===== config.mk =====
export PLATFORM = sky130hd
export DESIGN_NAME = ctc_greedy_decoder_core
export DESIGN_NICKNAME = d
export VERILOG_FILES = /design/src/rtl/ctcgd_pkg.sv /design/src/rtl/ctcgd_div.sv /design/src/rtl/ctc_greedy_decoder_core.sv
export SDC_FILE = /design/constraint.sdc
export NUM_CORES = 1
export LEC_CHECK = 0
export BUFFER_PORTS_ARGS = -buffer_cell sky130_fd_sc_hd__buf_2
export CAP_MARGIN = 20
export CELL_PAD_IN_SITES_DETAIL_PLACEMENT = 1
export CELL_PAD_IN_SITES_GLOBAL_PLACEMENT = 2
export CORE_MARGIN = 5
export CORE_UTILIZATION = 39
export DETAILED_ROUTE_END_ITERATION = 10
export GPL_ROUTABILITY_DRIVEN = 0
export PLACE_DENSITY_LB_ADDON = 0.3
export REMOVE_ABC_BUFFERS = 1
export SYNTH_ARGS = -nofsm -noshare
export SYNTH_HDL_FRONTEND = slang
export SYNTH_SLANG_ARGS = --single-unit

===== constraint.sdc =====
create_clock -name clk -period 7.1 [get_ports clk]
set_input_delay 1.42 -clock clk [delete_from_list [all_inputs] [get_ports clk]]
set_output_delay 1.42 -clock clk [all_outputs]
set_load 0.05 [all_outputs]

===== src/rtl/ctcgd_pkg.sv =====
// shared widths, limits and result codes for the ctc greedy decoder
`timescale 1ns / 1ps
package ctcgd_pkg;

  localparam int PROB_W   = 16;
  localparam int CLS_W    = 13;
  localparam int LBL_W    = 14;
  localparam int SUM_W    = 24;
  localparam int CNT_W    = 9;

  localparam logic [CLS_W-1:0] POS_LIMIT = {CLS_W{1'b1}};
  localparam logic [SUM_W-1:0] SUM_MAX   = {SUM_W{1'b1}};
  localparam logic [CNT_W-1:0] CNT_MAX   = {CNT_W{1'b1}};
  localparam logic [LBL_W-1:0] LBL_RESET = 14'd8192;

  // restoring divider: one quotient bit per cycle
  localparam int DIV_STEPS = SUM_W;
  localparam int DIV_CNT_W = $clog2(DIV_STEPS + 1);

  localparam logic KIND_SYMBOL = 1'b0;
  localparam logic KIND_SCORE  = 1'b1;

endpackage


===== src/rtl/ctcgd_div.sv =====
// iterative restoring divider for the sequence score, one bit per cycle
`timescale 1ns / 1ps
module ctcgd_div
  import ctcgd_pkg::*;
(
  input  logic             clk,
  input  logic             rst_n,
  input  logic             start,
  input  logic [SUM_W-1:0] dividend,
  input  logic [CNT_W-1:0] divisor,
  output logic             done,
  output logic [SUM_W-1:0] quotient
);

  logic [SUM_W-1:0]     quo_r, quo_nxt;
  logic [CNT_W-1:0]     rem_r, rem_nxt;
  logic [CNT_W-1:0]     dsr_r, dsr_nxt;
  logic [DIV_CNT_W-1:0] cnt_r, cnt_nxt;
  logic                 busy_r, busy_nxt;
  logic                 done_r, done_nxt;
  logic [CNT_W:0]       trial;
  logic [CNT_W:0]       diff;

  // shared subtract and compare
  assign trial = {rem_r, quo_r[SUM_W-1]};
  assign diff  = trial - {1'b0, dsr_r};

  always_comb begin
    quo_nxt  = quo_r;
    rem_nxt  = rem_r;
    dsr_nxt  = dsr_r;
    cnt_nxt  = cnt_r;
    busy_nxt = busy_r;
    done_nxt = 1'b0;
    if (start) begin
      quo_nxt  = dividend;
      rem_nxt  = '0;
      dsr_nxt  = divisor;
      cnt_nxt  = '0;
      busy_nxt = 1'b1;
    end else if (busy_r) begin
      if (trial >= {1'b0, dsr_r}) begin
        rem_nxt = diff[CNT_W-1:0];
        quo_nxt = {quo_r[SUM_W-2:0], 1'b1};
      end else begin
        rem_nxt = trial[CNT_W-1:0];
        quo_nxt = {quo_r[SUM_W-2:0], 1'b0};
      end
      cnt_nxt = cnt_r + 1'b1;
      if (cnt_r == DIV_CNT_W'(DIV_STEPS - 1)) begin
        busy_nxt = 1'b0;
        done_nxt = 1'b1;
      end
    end
  end

  always_ff @(posedge clk) begin
    if (!rst_n) begin
      busy_r <= 1'b0;
      done_r <= 1'b0;
      cnt_r  <= '0;
    end else begin
      busy_r <= busy_nxt;
      done_r <= done_nxt;
      cnt_r  <= cnt_nxt;
    end
    quo_r <= quo_nxt;
    rem_r <= rem_nxt;
    dsr_r <= dsr_nxt;
  end

  assign done     = done_r;
  assign quotient = quo_r;

endmodule


===== src/rtl/ctc_greedy_decoder_core.sv =====
// ctc greedy decoder top level: step tracking, sequencer and result register
`timescale 1ns / 1ps
// Best-path decoder over a stream of class probabilities, one word per class.
// A class word that closes no step and no sequence is taken in S_IDLE, so
// such words stream at one per cycle. A step end that emits a symbol goes
// through S_SYM, which waits on out_stall for the result register. A
// sequence end adds the score: S_SCORE sets up, then S_DIV waits on the
// bit-serial restoring divider (24 quotient bits, sum over count) when
// symbols were emitted without error, and S_FIN loads the final result.
// in_stall is high while a word is being worked on. The label count
// register is written through the cfg port, which is always ready.
module ctc_greedy_decoder_core
  import ctcgd_pkg::*;
(
  input  logic              clk,
  input  logic              rst_n,
  input  logic              in_valid,
  output logic              in_stall,
  input  logic [PROB_W-1:0] in_class_prob,
  input  logic              in_end_of_step,
  input  logic              in_end_of_sequence,
  output logic              out_valid,
  input  logic              out_stall,
  output logic              out_kind,
  output logic [CLS_W-1:0]  out_label_index,
  output logic [PROB_W-1:0] out_avg_score,
  output logic              out_error,
  output logic              out_last,
  input  logic              cfg_valid,
  output logic              cfg_ready,
  input  logic [LBL_W-1:0]  cfg_data
);

  typedef enum logic [2:0] {
    S_IDLE,
    S_SYM,
    S_SCORE,
    S_DIV,
    S_FIN
  } state_t;

  state_t            state_r, state_nxt;
  logic [LBL_W-1:0]  lbl_r, lbl_nxt;
  logic [PROB_W-1:0] best_prob_r, best_prob_nxt;
  logic [CLS_W-1:0]  best_idx_r, best_idx_nxt;
  logic [CLS_W-1:0]  pos_r, pos_nxt;
  logic [CLS_W-1:0]  prev_r, prev_nxt;
  logic [SUM_W-1:0]  sum_r, sum_nxt;
  logic [CNT_W-1:0]  cnt_r, cnt_nxt;
  logic              err_r, err_nxt;
  logic              eos_r, eos_nxt;
  logic [CLS_W-1:0]  sym_r, sym_nxt;
  logic [PROB_W-1:0] avg_r, avg_nxt;

  logic              ov_r, ov_nxt;
  logic              okind_r, okind_nxt;
  logic [CLS_W-1:0]  oidx_r, oidx_nxt;
  logic [PROB_W-1:0] oavg_r, oavg_nxt;
  logic              oerr_r, oerr_nxt;
  logic              olast_r, olast_nxt;

  logic              accept;
  logic              out_free;
  logic              take;
  logic [PROB_W-1:0] cand_prob;
  logic [CLS_W-1:0]  cand_idx;
  logic              eostep;
  logic [SUM_W:0]    sum_add;
  logic              div_start;
  logic              div_done;
  logic [SUM_W-1:0]  div_q;

  ctcgd_div u_div (
    .clk      (clk),
    .rst_n    (rst_n),
    .start    (div_start),
    .dividend (sum_r),
    .divisor  (cnt_r),
    .done     (div_done),
    .quotient (div_q)
  );

  assign in_stall  = (state_r != S_IDLE);
  assign accept    = in_valid && (state_r == S_IDLE);
  assign cfg_ready = 1'b1;
  assign out_free  = !ov_r || !out_stall;

  // running maximum, first maximum wins ties
  assign take      = (pos_r == '0) || (in_class_prob > best_prob_r);
  assign cand_prob = take ? in_class_prob : best_prob_r;
  assign cand_idx  = take ? pos_r : best_idx_r;
  assign eostep    = in_end_of_step || in_end_of_sequence;
  assign sum_add   = {1'b0, sum_r} + {{(SUM_W + 1 - PROB_W){1'b0}}, cand_prob};

  always_comb begin
    state_nxt     = state_r;
    lbl_nxt       = lbl_r;
    best_prob_nxt = best_prob_r;
    best_idx_nxt  = best_idx_r;
    pos_nxt       = pos_r;
    prev_nxt      = prev_r;
    sum_nxt       = sum_r;
    cnt_nxt       = cnt_r;
    err_nxt       = err_r;
    eos_nxt       = eos_r;
    sym_nxt       = sym_r;
    avg_nxt       = avg_r;
    ov_nxt        = ov_r && out_stall;
    okind_nxt     = okind_r;
    oidx_nxt      = oidx_r;
    oavg_nxt      = oavg_r;
    oerr_nxt      = oerr_r;
    olast_nxt     = olast_r;
    div_start     = 1'b0;

    if (cfg_valid) begin
      lbl_nxt = cfg_data;
    end

    unique case (state_r)
      S_IDLE: begin
        if (accept) begin
          eos_nxt = in_end_of_sequence;
          if (eostep) begin
            prev_nxt      = cand_idx;
            pos_nxt       = '0;
            best_prob_nxt = '0;
            best_idx_nxt  = '0;
            if (cand_idx != '0 && cand_idx != prev_r) begin
              sym_nxt = cand_idx;
              if ({1'b0, cand_idx} >= lbl_r) begin
                err_nxt = 1'b1;
              end
              sum_nxt = sum_add[SUM_W] ? SUM_MAX : sum_add[SUM_W-1:0];
              if (cnt_r != CNT_MAX) begin
                cnt_nxt = cnt_r + 1'b1;
              end
              state_nxt = S_SYM;
            end else if (in_end_of_sequence) begin
              state_nxt = S_SCORE;
            end
          end else begin
            best_prob_nxt = cand_prob;
            best_idx_nxt  = cand_idx;
            if (pos_r != POS_LIMIT) begin
              pos_nxt = pos_r + 1'b1;
            end
          end
        end
      end
      S_SYM: begin
        if (out_free) begin
          ov_nxt    = 1'b1;
          okind_nxt = KIND_SYMBOL;
          oidx_nxt  = sym_r;
          oavg_nxt  = '0;
          oerr_nxt  = err_r;
          olast_nxt = 1'b0;
          state_nxt = eos_r ? S_SCORE : S_IDLE;
        end
      end
      S_SCORE: begin
        if (cnt_r == '0 || err_r) begin
          avg_nxt   = '0;
          state_nxt = S_FIN;
        end else begin
          div_start = 1'b1;
          state_nxt = S_DIV;
        end
      end
      S_DIV: begin
        if (div_done) begin
          // clamp a quotient that overflows the score width
          avg_nxt   = (div_q[SUM_W-1:PROB_W] != '0) ? {PROB_W{1'b1}} : div_q[PROB_W-1:0];
          state_nxt = S_FIN;
        end
      end
      S_FIN: begin
        if (out_free) begin
          ov_nxt        = 1'b1;
          okind_nxt     = KIND_SCORE;
          oidx_nxt      = '0;
          oavg_nxt      = avg_r;
          oerr_nxt      = err_r;
          olast_nxt     = 1'b1;
          best_prob_nxt = '0;
          best_idx_nxt  = '0;
          pos_nxt       = '0;
          prev_nxt      = '0;
          sum_nxt       = '0;
          cnt_nxt       = '0;
          err_nxt       = 1'b0;
          state_nxt     = S_IDLE;
        end
      end
      default: begin
        state_nxt = S_IDLE;
      end
    endcase
  end

  always_ff @(posedge clk) begin
    if (!rst_n) begin
      state_r     <= S_IDLE;
      lbl_r       <= LBL_RESET;
      best_prob_r <= '0;
      best_idx_r  <= '0;
      pos_r       <= '0;
      prev_r      <= '0;
      sum_r       <= '0;
      cnt_r       <= '0;
      err_r       <= 1'b0;
      eos_r       <= 1'b0;
      ov_r        <= 1'b0;
    end else begin
      state_r     <= state_nxt;
      lbl_r       <= lbl_nxt;
      best_prob_r <= best_prob_nxt;
      best_idx_r  <= best_idx_nxt;
      pos_r       <= pos_nxt;
      prev_r      <= prev_nxt;
      sum_r       <= sum_nxt;
      cnt_r       <= cnt_nxt;
      err_r       <= err_nxt;
      eos_r       <= eos_nxt;
      ov_r        <= ov_nxt;
    end
    sym_r   <= sym_nxt;
    avg_r   <= avg_nxt;
    okind_r <= okind_nxt;
    oidx_r  <= oidx_nxt;
    oavg_r  <= oavg_nxt;
    oerr_r  <= oerr_nxt;
    olast_r <= olast_nxt;
  end

  assign out_valid       = ov_r;
  assign out_kind        = okind_r;
  assign out_label_index = oidx_r;
  assign out_avg_score   = oavg_r;
  assign out_error       = oerr_r;
  assign out_last        = olast_r;

endmodule


==> impl_metrics.ini <==
[status]
status = finished, final reports clean

[floorplanning]
die_area_um2 = 32700
coreArea_um2 = 28800
initial_core_util = 0.395
dieHeight_um = 181
die_w_um = 181
ios = 72
rows = 62

[synthesis]
synthMuxAreaShare = 0.0238
yosys.area_share.adder = 0.0680
netlist_area_um2 = 11400
synth_commonest_cells = nand2_1, nor2_1, dfxtp_1
ys_async_sr_fraction = 0
synthTopCellsByArea = edfxtp_1, dfxtp_1, ha_1, nand2_1, nor2_1
ys_ff_latch = 217
synth_edf_count = 93
synthFlopType = dfxtp_1
yosysWarnings = 0
ys_seq_area_frac = 0.464
avgSynthCellArea_um2 = 9.09
synth_xor_area_frac = 0.0262
synth_most_common_cell = nand2_1
synthCells = 1251
synth_top_cell_by_area = edfxtp_1
yosys.cell_types.count = 76
synth_top_family_by_area = simple AND/OR/NAND/NOR gates
yosys.area_share.simple = 0.197
synth-compound-area-share = 0.176
yosys.area.top_type_share = 0.246

[clock_network]
cts_setup_buffers = 0
cts_max_level = 1
cts_tree = built
clock_latency_ns = 0.54
clock_sinks = 217
ctsHoldBuffers = 0
cts_buffers = 26
cts_root_buf = clkbuf_16
clockBufferDepth = 3
cts-resized-gates = 0
clk_pin_slew_ns = 0.06

[grt]
grt_max_degree = 52
grt_overflow_total = 0
grtUsageTotal = 0.186
grt_pass1_vias = 9405
grt_pass1_wl_um = 50800
antenna_found_initial = 1

[setup_path]
arrival_ns = 6.55
critPathLaunchType = primary input
path_max_fanout = 27
r2r_setup_slack_ns = 1.46
end_kind = flip-flop
crit_type = in -> reg
worstPathRequired_ns = 7.51

[power]
ir_drop_mv = 0.140
leakagePower_nw = 5.13
power_density_nw_per_um2 = 320

[cells_and_area]
areaGrowthSynthToFinish_pct = 14.6
stdcell_count = 1712
fin_nets = 1404
fin_area_um2 = 13000
diodes = 0
layout-drive-gt1-share = 0.114
fillers = 3362

[sta]
fin_setup_tns_ns = 0
fmaxAchievable_mhz = 163
setup_viol = 0
hold_violations = 0
finClkSkew_ns = 0.0166
min_period_ns = 6.14
worst_pin_slew_ns = 1.07
grt_setup_unrepaired = false
maxSlewViolCount = 0
relSlewSlack = 0.278
holdWs_ns = 0.460
post-route-worst-setup-slack_ns = 0.959
final.period_utilization = 0.865

[job]
maxCapViolCount = 0

[hold_path]
holdCritPathClass = reg -> reg

[drt]
num_vias = 9304
drc = 0
drtAntennaViolNets = 0
drt-vias-per-instance = 5.43
firstDrtPassIters = 4
drt_wl_total_um = 31700
drt-initial-drc-count = 372
wl_per_cell_um = 18.5

[placed_design]
post-dp-hpwl_um = 23000
dp_slack_ns = 0.446
dpl_cell_area_um2 = 12100
placed_cells_incl_taps = 1663
io_buffers = 70
-- through the flow --
stage	total power [mW]	util
floorplan	2.44	-
global placement	2.78	0.422
detailed placement	2.81	0.422
CTS	4.21	0.453
global route	4.37	0.453
finish	4.16	0.453
-- layout by cell type, fill, tap and decap left out, types with 19 or more instances in the layout --
cell type,Yosys,final
nand2_1,157,157
nor2_1,129,128
dfxtp_1,124,124
edfxtp_1,93,93
a21oi_1,70,70
buf_2,1,70
o21ai_0,69,69
inv_1,65,64
ha_1,57,57
a22oi_1,43,43
nand3_1,28,28
mux2i_1,27,27
clkbuf_16,0,27
nand4_1,24,24
o21a_1,23,23
buf_4,2,23
nor2b_1,22,22
and2_1,21,21
nor3_1,21,20
xnor2_1,20,20
a21o_1,19,19
-- worst paths after layout --
path                           from         to  depth (start not counted)
setup / recovery  in_class_prob[14]  sum_r[21]                         22
setup reg to reg           pos_r[4]  sum_r[21]                         19
hold reg to reg               eos_r      eos_r                          2
hold / removal                eos_r      eos_r                          2
-- where the power goes --
group / leakage [nW] / switching [mW] / internal (mW)
logic: 2.84 / 0.849 / 0.345
clock network: 0.437 / 0.531 / 0.856
registers: 1.86 / 0.0881 / 1.50
-- cells by family after synthesis --
logic type | Yosys count
simple gates | 473
compound gates | 309
flops | 217
buf+inv | 129
fa+ha+maj | 61
xor+xnor | 34
mux | 27
other cells | 1
-- cell type report --
type                       instances  area (µm²)  area share
tap                              384         480      0.0369
clock inverter                    16         179      0.0137
sequential                       217        5280       0.405
inverter                          65         244      0.0187
clock buffer                      32         714      0.0548
timing repair buffer              93         523      0.0401
multi-input combinational        905        5620       0.431
-- state kept, by name, summed over array words and instances (netlist names), 14 cells and up --
signal / cells
lbl_r: 14
sum_r: 24
avg_r: 16
best_prob_r: 16
u_div.quotient: 24
out_avg_score: 16
-- worst max-delay path: stages --
cell       delay, ns
buf_2           0.11
ha_1            0.31
nand4_1         0.26
a211o_1         0.33
or2_2           0.29
nand4_1         0.17
and2_1          0.30
buf_4           0.31
nand2_1         0.08
o21ai_0         0.17
ha_1            0.37
o21a_1          0.20
o21ai_0         0.31
nor2_1          0.11
a21oi_1         0.25
o21ai_0         0.12
a21o_1          0.22
a2111oi_0       0.64
or2_2           0.27
nor2_1          0.05
o211ai_1        0.16
nand3_1         0.09
-- layer usage --
layer | global-route usage | vias up | routed length [µm]
li1 | - | 4600 | -
met1 | 0.249 | 4536 | 14800
met4 | 0.0493 | 2 | 760
met3 | 0.0263 | 48 | 929
met2 | 0.318 | 118 | 15200
met5 | 0 | - | 20
Power figures use the tool's default switching activity.
